### config.mk
export PLATFORM = sky130hd
export DESIGN_NAME = bad_segment_remap_table
export DESIGN_NICKNAME = d
export VERILOG_FILES = /design/src/rtl/bsrt_pkg.sv /design/src/rtl/bad_segment_remap_table.sv /design/src/rtl/bsrt_ram.sv /design/src/rtl/bsrt_fold.sv
export SDC_FILE = /design/constraint.sdc
export NUM_CORES = 1
export LEC_CHECK = 0
export BUFFER_PORTS_ARGS = -buffer_cell sky130_fd_sc_hd__buf_2
export CORE_UTILIZATION = 60
export DETAILED_ROUTE_END_ITERATION = 12
export GPL_TIMING_DRIVEN = 0
export PLACE_DENSITY = 0.77
export SLEW_MARGIN = 20
export SYNTH_ARGS = -nofsm -noshare
export SYNTH_HDL_FRONTEND = slang
export SYNTH_SLANG_ARGS = --single-unit
### constraint.sdc
create_clock -name clk -period 4 [get_ports clk]
set_input_delay 0.6 -clock clk [delete_from_list [all_inputs] [get_ports clk]]
set_output_delay 0.6 -clock clk [all_outputs]
set_load 0.02 [all_outputs]
### src/rtl/bsrt_pkg.sv
// Shared constants, field layout and command codes of the bad-segment remapper.
`default_nettype none

package bsrt_pkg;

	// Default geometry.
	localparam int USED_SEGMENTS_DEF     = 64;
	localparam int RAW_SEGMENTS_DEF      = 128;
	localparam int SEGMENT_PAGE_BITS_DEF = 14;

	// Field widths of one input word and one result word.
	localparam int CMD_W       = 2;
	localparam int SEG_FIELD_W = 7;
	localparam int ADDR_W      = 20;
	localparam int MAP_W       = 21;

	// Positions inside the input tdata.
	localparam int IN_SEG_LSB  = 0;
	localparam int IN_BAD_BIT  = 7;
	localparam int IN_ADDR_LSB = 8;
	localparam int IN_TDATA_W  = 32;

	// Positions inside the output tdata.
	localparam int OUT_STATUS_BIT = 21;
	localparam int OUT_TDATA_W    = 24;

	// SLC page fold layout: bus and chip below the page, block above it.
	localparam int           FOLD_PAGE_LSB    = 6;
	localparam int           FOLD_PAGE_W      = 8;
	localparam int           FOLD_BLOCK_SHIFT = 14;
	localparam logic [7:0]   FOLD_PAGE_MASK   = 8'hFF;
	localparam logic [7:0]   FOLD_TOP_PAGE    = 8'd254;
	localparam logic [7:0]   FOLD_LOW_PAGE    = 8'd4;
	localparam logic [7:0]   FOLD_TOP_DROP    = 8'd4;
	localparam logic [7:0]   FOLD_MID_DROP    = 8'd6;

	typedef enum logic [CMD_W-1:0] {
		CMD_MARK      = 2'd0,
		CMD_BUILD     = 2'd1,
		CMD_TRANSLATE = 2'd2
	} cmd_t;

endpackage

`default_nettype wire

### src/rtl/bad_segment_remap_table.sv
// Top level of the flash bad-segment remapper: sequencer, flag and spare tables.
//
//   Channel  | Direction | Handshake                    | Content
//   ---------+-----------+------------------------------+-----------------------------------
//   cfg      | in        | cfg_valid / cfg_ready        | cfg_data = slc_fold_enable
//   s_axis   | in        | s_axis_tvalid / s_axis_tready| tuser = command, tdata = fields
//   m_axis   | out       | m_axis_tvalid / m_axis_tready| tdata = mapped_address, status
//
// For a mark or translate word the accept cycle issues one read of the flag
// RAM (and the spare RAM), and the next cycle decides and writes.
// A build word walks the used segments with one shared back-index compare:
// it reads and checks each used segment, then each spare candidate looked at,
// and ends after the last used segment or on an overflow.
// Reset clears the bad flags at once through per-entry valid flip-flops; the
// spare table holds nothing defined until a build writes it.
// The result sits in an output register; a stalled output holds the word in
// a one-entry buffer state, and no new input word is taken while it is there.
`default_nettype none

module bad_segment_remap_table #(
	parameter int USED_SEGMENTS     = bsrt_pkg::USED_SEGMENTS_DEF,
	parameter int RAW_SEGMENTS      = bsrt_pkg::RAW_SEGMENTS_DEF,
	parameter int SEGMENT_PAGE_BITS = bsrt_pkg::SEGMENT_PAGE_BITS_DEF
) (
	input  wire logic                               clk,
	input  wire logic                               arst_n,
	// Configuration: slc_fold_enable.
	input  wire logic                               cfg_valid,
	output logic                                    cfg_ready,
	input  wire logic                               cfg_data,
	// Input words.
	input  wire logic                               s_axis_tvalid,
	output logic                                    s_axis_tready,
	// tdata from bit 0: segment[6:0], is_bad[7], address[27:8], zero pad [31:28].
	input  wire logic [bsrt_pkg::IN_TDATA_W-1:0]    s_axis_tdata,
	// tuser: command[1:0].
	input  wire logic [bsrt_pkg::CMD_W-1:0]         s_axis_tuser,
	// Result words.
	output logic                                    m_axis_tvalid,
	input  wire logic                               m_axis_tready,
	// tdata from bit 0: mapped_address[20:0], status[21], zero pad [23:22].
	output logic      [bsrt_pkg::OUT_TDATA_W-1:0]   m_axis_tdata
);

	// Widths that follow from the geometry.
	localparam int RAW_AW      = $clog2(RAW_SEGMENTS);
	localparam int USED_AW     = (USED_SEGMENTS > 1) ? $clog2(USED_SEGMENTS) : 1;
	localparam int I_W         = $clog2(USED_SEGMENTS + 1);
	localparam int SRC_BLOCK_W = bsrt_pkg::ADDR_W - bsrt_pkg::FOLD_BLOCK_SHIFT;
	localparam int BLOCK_W     = ((SRC_BLOCK_W > I_W) ? SRC_BLOCK_W : I_W) + 1;
	localparam int FOLD_W      = bsrt_pkg::FOLD_BLOCK_SHIFT + BLOCK_W;
	localparam int SEG_W       = FOLD_W - SEGMENT_PAGE_BITS;
	localparam int SPARE_W     = RAW_AW + SEGMENT_PAGE_BITS;
	localparam int RES_A_W     = (FOLD_W > SPARE_W) ? FOLD_W : SPARE_W;
	localparam int RES_W       = (RES_A_W > bsrt_pkg::MAP_W) ? RES_A_W : bsrt_pkg::MAP_W;
	localparam int CMP_A_W     = (I_W > RAW_AW + 1) ? I_W : RAW_AW + 1;
	localparam int CMP_W       = CMP_A_W + 1;
	localparam int PAD_W       = bsrt_pkg::OUT_TDATA_W - bsrt_pkg::MAP_W - 1;

	localparam logic signed [RAW_AW:0] BACK_TOP = (RAW_AW + 1)'(RAW_SEGMENTS - 1);
	localparam logic signed [RAW_AW:0] BACK_ONE = (RAW_AW + 1)'(1);

	typedef enum logic [6:0] {
		ST_IDLE   = 7'b0000001,
		ST_LOOK   = 7'b0000010,
		ST_RESP   = 7'b0000100,
		ST_B_RDI  = 7'b0001000,
		ST_B_CHKI = 7'b0010000,
		ST_B_RDB  = 7'b0100000,
		ST_B_CHKB = 7'b1000000
	} state_t;

	state_t state_q, state_d;

	// Input word fields.
	bsrt_pkg::cmd_t                      cmd_in;
	logic [bsrt_pkg::SEG_FIELD_W-1:0]    seg_in;
	logic                                bad_in;
	logic [bsrt_pkg::ADDR_W-1:0]         addr_in;
	logic                                in_acc;

	// Registered word and configuration.
	bsrt_pkg::cmd_t                      cmd_q;
	logic                                bad_q;
	logic [FOLD_W-1:0]                   fold_q;
	logic                                fold_en_q;

	// Fold and lookup.
	logic [FOLD_W-1:0]                   fold_w;
	logic [SEG_W-1:0]                    fold_seg_w;

	// Flag RAM read port and valid bits.
	logic [RAW_AW-1:0]                   rd_addr_d, rd_addr_q;
	logic                                rd_inr_d, rd_inr_q;
	logic [RAW_SEGMENTS-1:0]             flag_vld_q;
	logic                                flag_rdata;
	logic                                flag_hit;
	logic                                flag_we;

	// Spare table.
	logic [RAW_AW-1:0]                   spare_rdata;
	logic                                spare_we;

	// Build walk: used index and back index of the spare search.
	logic [I_W-1:0]                      i_q, i_nxt;
	logic signed [RAW_AW:0]              back_q;
	logic signed [CMP_W-1:0]             back_x, i_x;
	logic                                back_lt_i;
	logic                                i_last;
	logic                                i_inc, back_dec, walk_init;
	logic                                bld_fin, bld_fail;

	// Results.
	logic [RES_W-1:0]                    remap_wide;
	logic [bsrt_pkg::MAP_W-1:0]          look_mapped;
	logic [bsrt_pkg::MAP_W-1:0]          res_mapped_q, out_mapped_q;
	logic                                res_status_q, out_status_q;
	logic                                out_valid_q;
	logic                                out_free;
	logic                                out_load;

	// ------------------------------------------------------------------
	// Handshakes and field unpacking.
	// ------------------------------------------------------------------
	assign cfg_ready     = 1'b1;
	assign s_axis_tready = (state_q == ST_IDLE);
	assign in_acc        = s_axis_tvalid && s_axis_tready;

	assign cmd_in  = bsrt_pkg::cmd_t'(s_axis_tuser);
	assign seg_in  = s_axis_tdata[bsrt_pkg::IN_SEG_LSB +: bsrt_pkg::SEG_FIELD_W];
	assign bad_in  = s_axis_tdata[bsrt_pkg::IN_BAD_BIT];
	assign addr_in = s_axis_tdata[bsrt_pkg::IN_ADDR_LSB +: bsrt_pkg::ADDR_W];

	// The fold runs on the incoming word so that the table reads go out in
	// the accept cycle.
	bsrt_fold #(
		.USED_SEGMENTS (USED_SEGMENTS),
		.BLOCK_W       (BLOCK_W)
	) u_fold (
		.address (addr_in),
		.enable  (fold_en_q),
		.folded  (fold_w)
	);

	assign fold_seg_w = fold_w[FOLD_W-1:SEGMENT_PAGE_BITS];

	// ------------------------------------------------------------------
	// Flag RAM read address. The range flag travels with the address so
	// that an index outside the table always reads as a good segment.
	// ------------------------------------------------------------------
	always_comb begin
		rd_addr_d = '0;
		rd_inr_d  = 1'b0;
		case (state_q)
			ST_IDLE: begin
				if (cmd_in == bsrt_pkg::CMD_MARK) begin
					rd_addr_d = RAW_AW'(seg_in);
					rd_inr_d  = (seg_in < RAW_SEGMENTS);
				end else begin
					rd_addr_d = RAW_AW'(fold_seg_w);
					rd_inr_d  = (fold_seg_w < USED_SEGMENTS) && (fold_seg_w < RAW_SEGMENTS);
				end
			end
			ST_B_RDI: begin
				rd_addr_d = RAW_AW'(i_q);
				rd_inr_d  = (i_q < RAW_SEGMENTS);
			end
			ST_B_RDB: begin
				rd_addr_d = RAW_AW'(back_q);
				rd_inr_d  = !back_q[RAW_AW];
			end
			default: begin
				rd_addr_d = '0;
				rd_inr_d  = 1'b0;
			end
		endcase
	end

	bsrt_ram #(
		.WIDTH (1),
		.DEPTH (RAW_SEGMENTS)
	) u_flag_ram (
		.clk   (clk),
		.we    (flag_we),
		.waddr (rd_addr_q),
		.wdata (bad_q),
		.raddr (rd_addr_d),
		.rdata (flag_rdata)
	);

	// A never-written entry reads as good.
	assign flag_hit = rd_inr_q && flag_vld_q[rd_addr_q] && flag_rdata;

	bsrt_ram #(
		.WIDTH (RAW_AW),
		.DEPTH (USED_SEGMENTS)
	) u_spare_ram (
		.clk   (clk),
		.we    (spare_we),
		.waddr (USED_AW'(i_q)),
		.wdata (RAW_AW'(back_q)),
		.raddr (USED_AW'(fold_seg_w)),
		.rdata (spare_rdata)
	);

	// ------------------------------------------------------------------
	// Shared compare of the build walk: the back index against the used
	// index. It serves both the overflow check before the search and the
	// one after skipping bad spare candidates.
	// ------------------------------------------------------------------
	assign back_x    = CMP_W'(back_q);
	assign i_x       = CMP_W'(i_q);
	assign back_lt_i = (back_x < i_x);
	assign i_nxt     = i_q + I_W'(1);
	assign i_last    = (i_nxt == I_W'(USED_SEGMENTS));

	// ------------------------------------------------------------------
	// Translate result: swap the segment base, keep the page offset.
	// ------------------------------------------------------------------
	assign remap_wide = (RES_W'(spare_rdata) << SEGMENT_PAGE_BITS)
		| RES_W'(fold_q[SEGMENT_PAGE_BITS-1:0]);

	always_comb begin
		case (cmd_q)
			bsrt_pkg::CMD_TRANSLATE: begin
				look_mapped = flag_hit ? bsrt_pkg::MAP_W'(remap_wide)
					: bsrt_pkg::MAP_W'(fold_q);
			end
			default: look_mapped = '0;
		endcase
	end

	assign out_free = !out_valid_q || m_axis_tready;
	assign out_load = ((state_q == ST_LOOK) || (state_q == ST_RESP)) && out_free;

	// ------------------------------------------------------------------
	// Sequencer.
	// ------------------------------------------------------------------
	always_comb begin
		state_d   = state_q;
		flag_we   = 1'b0;
		spare_we  = 1'b0;
		i_inc     = 1'b0;
		back_dec  = 1'b0;
		walk_init = 1'b0;
		bld_fin   = 1'b0;
		bld_fail  = 1'b0;
		case (state_q)
			ST_IDLE: begin
				if (in_acc) begin
					if (cmd_in == bsrt_pkg::CMD_BUILD) begin
						walk_init = 1'b1;
						state_d   = ST_B_RDI;
					end else begin
						state_d = ST_LOOK;
					end
				end
			end
			ST_LOOK: begin
				// A flag that is already set stays set.
				flag_we = (cmd_q == bsrt_pkg::CMD_MARK) && rd_inr_q && !flag_hit;
				state_d = out_free ? ST_IDLE : ST_RESP;
			end
			ST_RESP: begin
				if (out_free) begin
					state_d = ST_IDLE;
				end
			end
			ST_B_RDI: begin
				state_d = ST_B_CHKI;
			end
			ST_B_CHKI: begin
				if (!flag_hit) begin
					if (i_last) begin
						bld_fin = 1'b1;
						state_d = ST_RESP;
					end else begin
						i_inc   = 1'b1;
						state_d = ST_B_RDI;
					end
				end else if (back_lt_i) begin
					bld_fin  = 1'b1;
					bld_fail = 1'b1;
					state_d  = ST_RESP;
				end else begin
					state_d = ST_B_RDB;
				end
			end
			ST_B_RDB: begin
				if (back_q[RAW_AW]) begin
					// Every candidate down to zero was bad.
					bld_fin  = 1'b1;
					bld_fail = 1'b1;
					state_d  = ST_RESP;
				end else begin
					state_d = ST_B_CHKB;
				end
			end
			ST_B_CHKB: begin
				if (flag_hit) begin
					back_dec = 1'b1;
					state_d  = ST_B_RDB;
				end else if (back_lt_i) begin
					bld_fin  = 1'b1;
					bld_fail = 1'b1;
					state_d  = ST_RESP;
				end else begin
					spare_we = 1'b1;
					back_dec = 1'b1;
					if (i_last) begin
						bld_fin = 1'b1;
						state_d = ST_RESP;
					end else begin
						i_inc   = 1'b1;
						state_d = ST_B_RDI;
					end
				end
			end
			default: state_d = ST_IDLE;
		endcase
	end

	// Control state.
	always_ff @(posedge clk or negedge arst_n) begin
		if (!arst_n) begin
			state_q     <= ST_IDLE;
			i_q         <= '0;
			back_q      <= BACK_TOP;
			rd_inr_q    <= 1'b0;
			flag_vld_q  <= '0;
			fold_en_q   <= 1'b0;
			out_valid_q <= 1'b0;
		end else begin
			state_q  <= state_d;
			rd_inr_q <= rd_inr_d;
			if (cfg_valid && cfg_ready) begin
				fold_en_q <= cfg_data;
			end
			if (flag_we) begin
				flag_vld_q[rd_addr_q] <= 1'b1;
			end
			if (walk_init) begin
				i_q    <= '0;
				back_q <= BACK_TOP;
			end else begin
				if (i_inc) begin
					i_q <= i_nxt;
				end
				if (back_dec) begin
					back_q <= back_q - BACK_ONE;
				end
			end
			if (out_load) begin
				out_valid_q <= 1'b1;
			end else if (m_axis_tready) begin
				out_valid_q <= 1'b0;
			end
		end
	end

	// Payload registers.
	always_ff @(posedge clk) begin
		rd_addr_q <= rd_addr_d;
		if (in_acc) begin
			cmd_q  <= cmd_in;
			bad_q  <= bad_in;
			fold_q <= fold_w;
		end
		if ((state_q == ST_LOOK) && !out_free) begin
			res_mapped_q <= look_mapped;
			res_status_q <= 1'b0;
		end else if (bld_fin) begin
			res_mapped_q <= '0;
			res_status_q <= bld_fail;
		end
		if (out_load) begin
			if (state_q == ST_LOOK) begin
				out_mapped_q <= look_mapped;
				out_status_q <= 1'b0;
			end else begin
				out_mapped_q <= res_mapped_q;
				out_status_q <= res_status_q;
			end
		end
	end

	assign m_axis_tvalid = out_valid_q;
	assign m_axis_tdata  = {PAD_W'(0), out_status_q, out_mapped_q};

endmodule

`default_nettype wire

### src/rtl/bsrt_ram.sv
// Generic single-write, single-read RAM with registered read data.
`default_nettype none

module bsrt_ram #(
	parameter int WIDTH = 1,
	parameter int DEPTH = 2
) (
	input  wire logic                                  clk,
	input  wire logic                                  we,
	input  wire logic [((DEPTH > 1) ? $clog2(DEPTH) : 1)-1:0] waddr,
	input  wire logic [WIDTH-1:0]                      wdata,
	input  wire logic [((DEPTH > 1) ? $clog2(DEPTH) : 1)-1:0] raddr,
	output logic      [WIDTH-1:0]                      rdata
);

	logic [WIDTH-1:0] mem_q [DEPTH];
	logic [WIDTH-1:0] rdata_q;

	always_ff @(posedge clk) begin
		if (we) begin
			mem_q[waddr] <= wdata;
		end
		rdata_q <= mem_q[raddr];
	end

	assign rdata = rdata_q;

endmodule

`default_nettype wire

### src/rtl/bsrt_fold.sv
// SLC page fold of a page address ahead of the remap lookup.
`default_nettype none

module bsrt_fold #(
	parameter int USED_SEGMENTS = bsrt_pkg::USED_SEGMENTS_DEF,
	parameter int BLOCK_W       = 7
) (
	input  wire logic [bsrt_pkg::ADDR_W-1:0]                    address,
	input  wire logic                                          enable,
	output logic      [bsrt_pkg::FOLD_BLOCK_SHIFT+BLOCK_W-1:0] folded
);

	localparam int FOLD_W = bsrt_pkg::FOLD_BLOCK_SHIFT + BLOCK_W;
	localparam int SRC_BLOCK_W = bsrt_pkg::ADDR_W - bsrt_pkg::FOLD_BLOCK_SHIFT;

	logic [bsrt_pkg::FOLD_PAGE_W-1:0] page;
	logic [bsrt_pkg::FOLD_PAGE_W-1:0] page_n;
	logic [SRC_BLOCK_W-1:0]           block;
	logic [BLOCK_W-1:0]               block_n;
	logic                             moved;

	assign page  = address[bsrt_pkg::FOLD_BLOCK_SHIFT-1:bsrt_pkg::FOLD_PAGE_LSB]
		& bsrt_pkg::FOLD_PAGE_MASK;
	assign block = address[bsrt_pkg::ADDR_W-1:bsrt_pkg::FOLD_BLOCK_SHIFT];

	always_comb begin
		page_n = page;
		moved  = 1'b0;
		if (page >= bsrt_pkg::FOLD_TOP_PAGE) begin
			page_n = page - bsrt_pkg::FOLD_TOP_DROP;
			moved  = 1'b1;
		end else if (page >= bsrt_pkg::FOLD_LOW_PAGE && !page[1]) begin
			// Pages 0 and 1 of each group of four sit in the folded region.
			if (page > bsrt_pkg::FOLD_MID_DROP) begin
				page_n = page - bsrt_pkg::FOLD_MID_DROP;
			end
			moved = 1'b1;
		end
		block_n = BLOCK_W'(block) + (moved ? BLOCK_W'(USED_SEGMENTS) : BLOCK_W'(0));
	end

	assign folded = enable
		? {block_n, page_n, address[bsrt_pkg::FOLD_PAGE_LSB-1:0]}
		: FOLD_W'(address);

endmodule

`default_nettype wire

After elaboration in Yosys (flattened, before gate mapping). Memory sizes are Yosys's and may differ from the RTL's. A register that Yosys moved wholly into a read port is not among the register bits. Index checks and enable logic that the tools add are counted.

Memories kept: 2. Logic and storage cells: 133. Output and inout bits: 27. Input bits: 40. Register bits: 228. Bits in writable memories: 576.

Memories: u_spare_ram.mem_q (words 64, width 7, read ports 1, clocked after memory_dff 1, wr ports 1, line bsrt_ram.sv:16) `logic [WIDTH-1:0] mem_q [DEPTH];`; u_flag_ram.mem_q (words 128, width 1, read ports 1, clocked after memory_dff 1, wr ports 1, line bsrt_ram.sv:16).

Add/sub/neg operators: 5. Magnitude comparators: 8. Bitwise operators: 2. Muxes and demuxes: 65. Eq/ne operators: 12. Reductions and logical operators: 24.

Operators with widths (number): 128-bit OR (1); 21-bit 2-to-1 mux (5); 7-bit 2-to-1 mux (10); 7-bit case mux with 7 select lines (1); 8-bit 2-to-1 mux (5); 1-bit 2-to-1 mux (32); 22-bit 2-to-1 mux (1); 21-bit by 14-bit OR with 21-bit output (1); 7-bit case mux with 3 select lines (1); 8-bit by 3-bit subtractor with 8-bit output (second input constant) (2); 7-bit == test (second input constant) (2); 1-bit logical AND (10); 1-bit case mux with 3 select lines (3); 6-bit by 8-bit adder with 8-bit output (1); 8-bit by 3-bit >= comparator with 1-bit output (second input constant) (1); 8-bit >= comparator (second input constant) (1); 8-bit by 3-bit greater-than comparator with 1-bit output (second input constant) (1); 7-bit by 8-bit < comparator with 1-bit output (second input constant) (1); 8-bit by 7-bit < comparator with 1-bit output (second input constant) (1); 8-bit < comparator (1); 8-bit < comparator (second input constant) (1); 4-bit 2-to-1 mux (2); 2-bit nonzero test (4); 8-bit by 2-bit subtractor with 8-bit output (second input constant) (1); other kinds (21) (27).

Longest topological paths before layout.
Depth after elaboration: 11. Mapped depth: 14. Gate-level depth less buffers: 10.

Modules after synthesis. From an unflattened synthesis, not the netlist that was laid out.

Cell total of the unflattened synthesis: 2138. Area total of the unflattened synthesis: 34146.5 um^2.

Modules (own cells, without submodules): bsrt_ram (u_spare_ram) (cells each 827, sequential area each 13593.0 um^2, area each 17635.7 um^2, times used 1); bad_segment_remap_table (cells each 847, sequential area each 6010.8 um^2, area each 10344.9 um^2, times used 1); bsrt_ram (u_flag_ram) (cells each 395, sequential area each 3863.7 um^2, area each 5719.2 um^2, times used 1); bsrt_fold (cells each 69, sequential area each 0.0 um^2, area each 446.7 um^2, times used 1).

Least setup slack after synthesis. No wires, ideal clock.

Kind: reg2reg. Start point: register rd_addr_q[0]. End point: register res_mapped_q[0] (netlist name) (enable). Buffers on the path: 2. Clock period less this slack: 3.712 ns. Cell stages (with the launch flop): 12. Slack: 0.288 ns. Library setup time: 0.468 ns. Required time: 3.532 ns. Data arrival time: 3.245 ns. Path through: dfxtp_1 > buf_6 > nor3_1 > a22oi_1 > a211o_1 > a311oi_1 > nor4_1 > a31oi_2 > buf_2 > mux2_2 > o21ai_0 > o211ai_1.

Word-level cells in the longest chain between the ends: 7. Elaborated cells on any way between the ends: 8. Classes of those cells: mux (5); reduce/logical (3).

RTL lines: start: declaration (line bad_segment_remap_table.sv:93) `logic [RAW_AW-1:0] rd_addr_d, rd_addr_q;`; start signal: assignment (line bad_segment_remap_table.sv:363) `rd_addr_q <= rd_addr_d;`; 1-bit binary-select mux with 7-bit select * (line bad_segment_remap_table.sv:192) `assign flag_hit = rd_inr_q && flag_vld_q[rd_addr_q] && flag_rdata;`; 1-bit 2-to-1 mux (implied by the code) * (line bad_segment_remap_table.sv:192); 1-bit logical AND * (2 in series) (line bad_segment_remap_table.sv:192); 1-bit 2-to-1 mux (on tied branches) (line bad_segment_remap_table.sv:300, bad_segment_remap_table.sv:273); 1-bit case mux with 3 select lines * (line bad_segment_remap_table.sv:248) `case (state_q)`; 2-bit nonzero test (no line) *; end signal: assignment (line bad_segment_remap_table.sv:370) `res_mapped_q <= look_mapped;`; end: declaration (line bad_segment_remap_table.sv:116) `logic [bsrt_pkg::MAP_W-1:0] res_mapped_q, out_mapped_q;`.

Every way passes the cells marked *; elsewhere a longest branch is shown, timed or not. The select of a mux whose other input is x is not followed. A chain may end at the register's enable or synchronous reset.

Worst setup path in the final report.
Start point: register rd_addr_q[1]. End point: memory u_spare_ram.mem_q[37][3] (netlist name) (enable).

Word-level cells in the longest chain between the ends: 8.

RTL lines: 1-bit binary-select mux with 7-bit select (line bad_segment_remap_table.sv:192); 1-bit 2-to-1 mux (implied by the code) (line bad_segment_remap_table.sv:192); 1-bit logical AND (2 in series) (line bad_segment_remap_table.sv:192); 1-bit 2-to-1 mux (line bad_segment_remap_table.sv:300) `if (flag_hit) begin`; 1-bit 2-to-1 mux (line bad_segment_remap_table.sv:248); 1-bit 2-to-1 mux (line bsrt_ram.sv:20) `if (we) begin`; 1-bit 2-to-1 mux (implied by the code) (line bsrt_ram.sv:21) `mem_q[waddr] <= wdata;`; end: declaration (line bsrt_ram.sv:16).

No other way between the ends. The select of a mux whose other input is x is not followed.

==> reports/results.ini <==
[sta]
finalCriticalPeriod_ps = 3950
slew_headroom_pct = 23.5
finalSetupViolCount = 0
tightest_slew_ps = 1140
tns_ps = 0
hold_violations = 0
final_max_slew_viol_count = 0
skew_ps = 20.5
worst_slack_ps = 47.7
max_freq_mhz = 253
fin_crit_sh_pct = 98.8

[power]
p_switching_uw = 5640
p_int_uw = 14700
power_density_nw_per_um2 = 529
p_comb_share_pct = 16.1
netSwitchingFraction_pct = 27.8
clkPwrFrac_pct = 37.0
p_leak_uw = 0.0142
power_frac_seq_pct = 46.9
peakVddDrop_uv = 365

[detailed_routing]
drt_pre_antenna_iters = 7
drtAntennaViolNets = 0
met1_length_um = 33200
drcViolationCount = 0
avgViaCountPerCell = 6.71
vias = 20600
routedWlPerCell_um = 28.6
top_layer_used = met5
met3_length_um = 9190
wl_um = 87700
drt_iter0_drc = 2886
wl_met2_um = 41700

[yosys]
synth.largest_area_cell = edfxtp_1
synth_edf_count = 643
synthCells = 2086
ys_top_cells_by_area = edfxtp_1, dfrtp_1, mux4_2, nor2_1, o21bai_1
synth_seq_cells = 812
synth.avg_cell_area_um2 = 16.1
yosysSeqAreaShare_pct = 70.1
synthFlopType = edfxtp_1
netlist.area_leader.share_pct = 57.7
ys_warn_count = 0
synth_area_um2 = 33500
async_reset_ff_share_pct = 18.8
synth_cell_types = 80

[setup_path]
crit_path_start_kind = flop
crit_path_top_delay_cell = a221o_1
required_ps = 4300
cp_cell_sequence = buf_4 -> buf_6 -> inv_2 -> clkbuf_4 -> a221oi_2 -> nor2_1 -> a221o_1 -> o31ai_4 -> a31oi_4 -> nor2_4 -> buf_8 -> nand3_4 -> clkbuf_16 -> nor2_4
cp_max_fo = 10
r2r-start = rd_addr_q[1]$_DFF_P_
slowest_delay_ps = 410
startpoint = rd_addr_q[1]$_DFF_P_
crit_buf_inv = 6
endpoint_kind = flop
arrival_ps = 4250
path_common_cell = nor2_4
path_class = reg2reg
cp_top_family = compound AO/OA/AOI/OAI gates

[floorplanning]
start_util_pct = 60.8
die_h_um = 238
ios = 67
fp.coreArea_um2 = 55100
die_area_um2 = 56800
die_width_um = 238
rows = 86

[min_path]
hold_class = in2reg
hp-start = s_axis_tdata[7]

[placement]
dp_slack_ps = -1620
finalWeightedCongestion = 0.906
dp_hpwl_um = 53600
io_buffers = 59

[clocking]
htree_levels = 3
clock_latency_ps = 630
numCtsBuffers = 80
cts_tree = built
clock_sinks = 812
path_clk_slew_ps = 60
cts.path.max_buffers = 3
cts_root_buffer = clkbuf_16

[layout]
layout.nets = 2305
areaGrowthSynthToFinish_pct = 14.7
layout-drive-gt1-share_pct = 23.6

[global_routing]
grt_pass1_wl_um = 131000
grt_max_degree = 89
gr-usage-all-layers_pct = 31.6
overflow = 0
grt_pass1_vias = 20400
antenna_found_initial = 3

[outcome]
status = completed

[job]
maxCapViolCount = 0

-- cells by family (layout without fill, tap and decap cells) --
group	count (synthesis)	in the layout	synth area share, %
buffers and inverters	168	399	2.17
AO/OA/AOI/OAI	344	344	7.63
other	2	5	0.0224
XOR/XNOR	11	11	0.288
flip-flops	812	812	70.1
adder cells (fa/ha/maj)	13	13	0.486
multiplexers	195	195	11.7
AND/OR/NAND/NOR	541	541	7.60
-- worst paths after layout --
| check | endpoint | slack (ps) | cells past startpoint |
|---|---|---|---|
| min in group asynchronous | fold_en_q$_DFFE_PN0P_ | 540 | 2 |
| setup / recovery | u_spare_ram.mem_q[37][3]$_DFFE_PP_ | 50 | 14 |
| hold reg to reg | flag_vld_q[67]$_DFFE_PN0P_ | 460 | 1 |
| setup reg to reg | u_spare_ram.mem_q[37][3]$_DFFE_PP_ | 50 | 14 |
| hold / removal | bad_q$_DFFE_PP_ | 160 | 1 |
| max in group asynchronous | flag_vld_q[70]$_DFFE_PN0P_ | 2580 | 3 |
-- area by class of cell --
cell class	count	area (um2)
sequential	812	23500
fill	3444	16700
multi-input combinational	1107	9870
clock buffer	106	2220
tap	748	936
buffer	140	743
timing repair buffer	84	644
clock inverter	42	392
inverter	27	101
antenna	2	5.00
-- timing repair --
item                                    4_1_cts  5_1_grt
hold buffers                                  1        0
gates resized for setup                     170       27
cloned                                        0        1
setup buffers                                13        1
pin swaps                                    10       11
endpoints found under the setup margin      729      432
hold endpoints to repair                      1        0
-- cell usage in the layout (no fill, tap or decap), types with 9 or more instances in the layout --
cell,synthesis,routed
inv_1,23,23
and3_1,25,25
nor2_4,9,61
a21o_1,10,10
buf_6,3,10
nand3_1,34,30
edfxtp_1,643,643
a22oi_1,26,26
buf_2,22,77
clkbuf_1,91,83
dfrtp_1,145,145
clkinv_1,3,16
nand4_1,9,9
o21bai_1,111,111
a221oi_1,24,21
or2_1,11,11
mux2i_1,29,29
clkbuf_2,0,21
nor2b_1,18,17
nand2_1,118,118
nor2_1,234,173
nor3_1,24,21
nor2_2,1,10
buf_4,8,17
buf_1,16,11
clkinv_2,0,14
clkbuf_16,0,85
o21ai_0,30,29
o211ai_1,9,9
dfxtp_1,16,15
a22o_1,28,28
ha_1,13,13
mux4_2,157,157
a21oi_1,38,38
-- worst reg2reg max path: cells and delay by family, from the launching register on --
family,cells,cell delay (ps)
buf+inv,6,1180
compound gates,4,1220
simple gates,4,830
flops,1,400
-- per-layer routing --
metal / GRT usage (%) / vias to the layer above
met2: 49.2 / 1385
met4: 12.3 / 2
li1: - / 8476
met1: 44.4 / 10500
met3: 6.63 / 258
met5: 0 / -
-- power by group through the flow --
stage / clock, uW / combinational (uW) / sequential, uW
6_report: 7520 / 3280 / 9520
5_1_grt: 7870 / 3450 / 9540
4_1_cts: 7520 / 3130 / 9520
3_5_place_dp: 0 / 2860 / 9680
3_3_place_gp: 0 / 2720 / 9740
2_1_floorplan: 0 / 1810 / 9690
-- cell usage after synthesis, types with 25 or more instances --
| cell | number |
|---|---|
| edfxtp_1 | 643 |
| nor2_1 | 234 |
| mux4_2 | 157 |
| dfrtp_1 | 145 |
| nand2_1 | 118 |
| o21bai_1 | 111 |
| clkbuf_1 | 91 |
| a21oi_1 | 38 |
| nand3_1 | 34 |
| o21ai_0 | 30 |
| mux2i_1 | 29 |
| a22o_1 | 28 |
| a22oi_1 | 26 |
| and3_1 | 25 |
-- stage by stage --
stage / hold slack (ps) / power (uW) / instance area, um2 / util (%) / instances
floorplan: 304 / 11500 / 33500 / - / 2087
global placement: 440 / 12500 / 34700 / 63.0 / 2894
detailed placement: 451 / 12500 / 34900 / 63.3 / 2903
CTS: 146 / 20200 / 38300 / 69.6 / 3064
global route: 152 / 20900 / 38400 / 69.7 / 3067
finish: 164 / 20300 / 38400 / 69.7 / 3068
-- registers in the layout, summed over array words and instances (netlist names), 7 cells and up --
signal             cells
out_mapped_q          21
u_spare_ram.mem_q    448
i_q                    7
rd_addr_q              7
u_spare_ram.rdata      7
flag_vld_q           128
fold_q                21
back_q                 8
res_mapped_q          21
u_flag_ram.mem_q     128
state_q                7
Power figures use the tool's default switching activity.
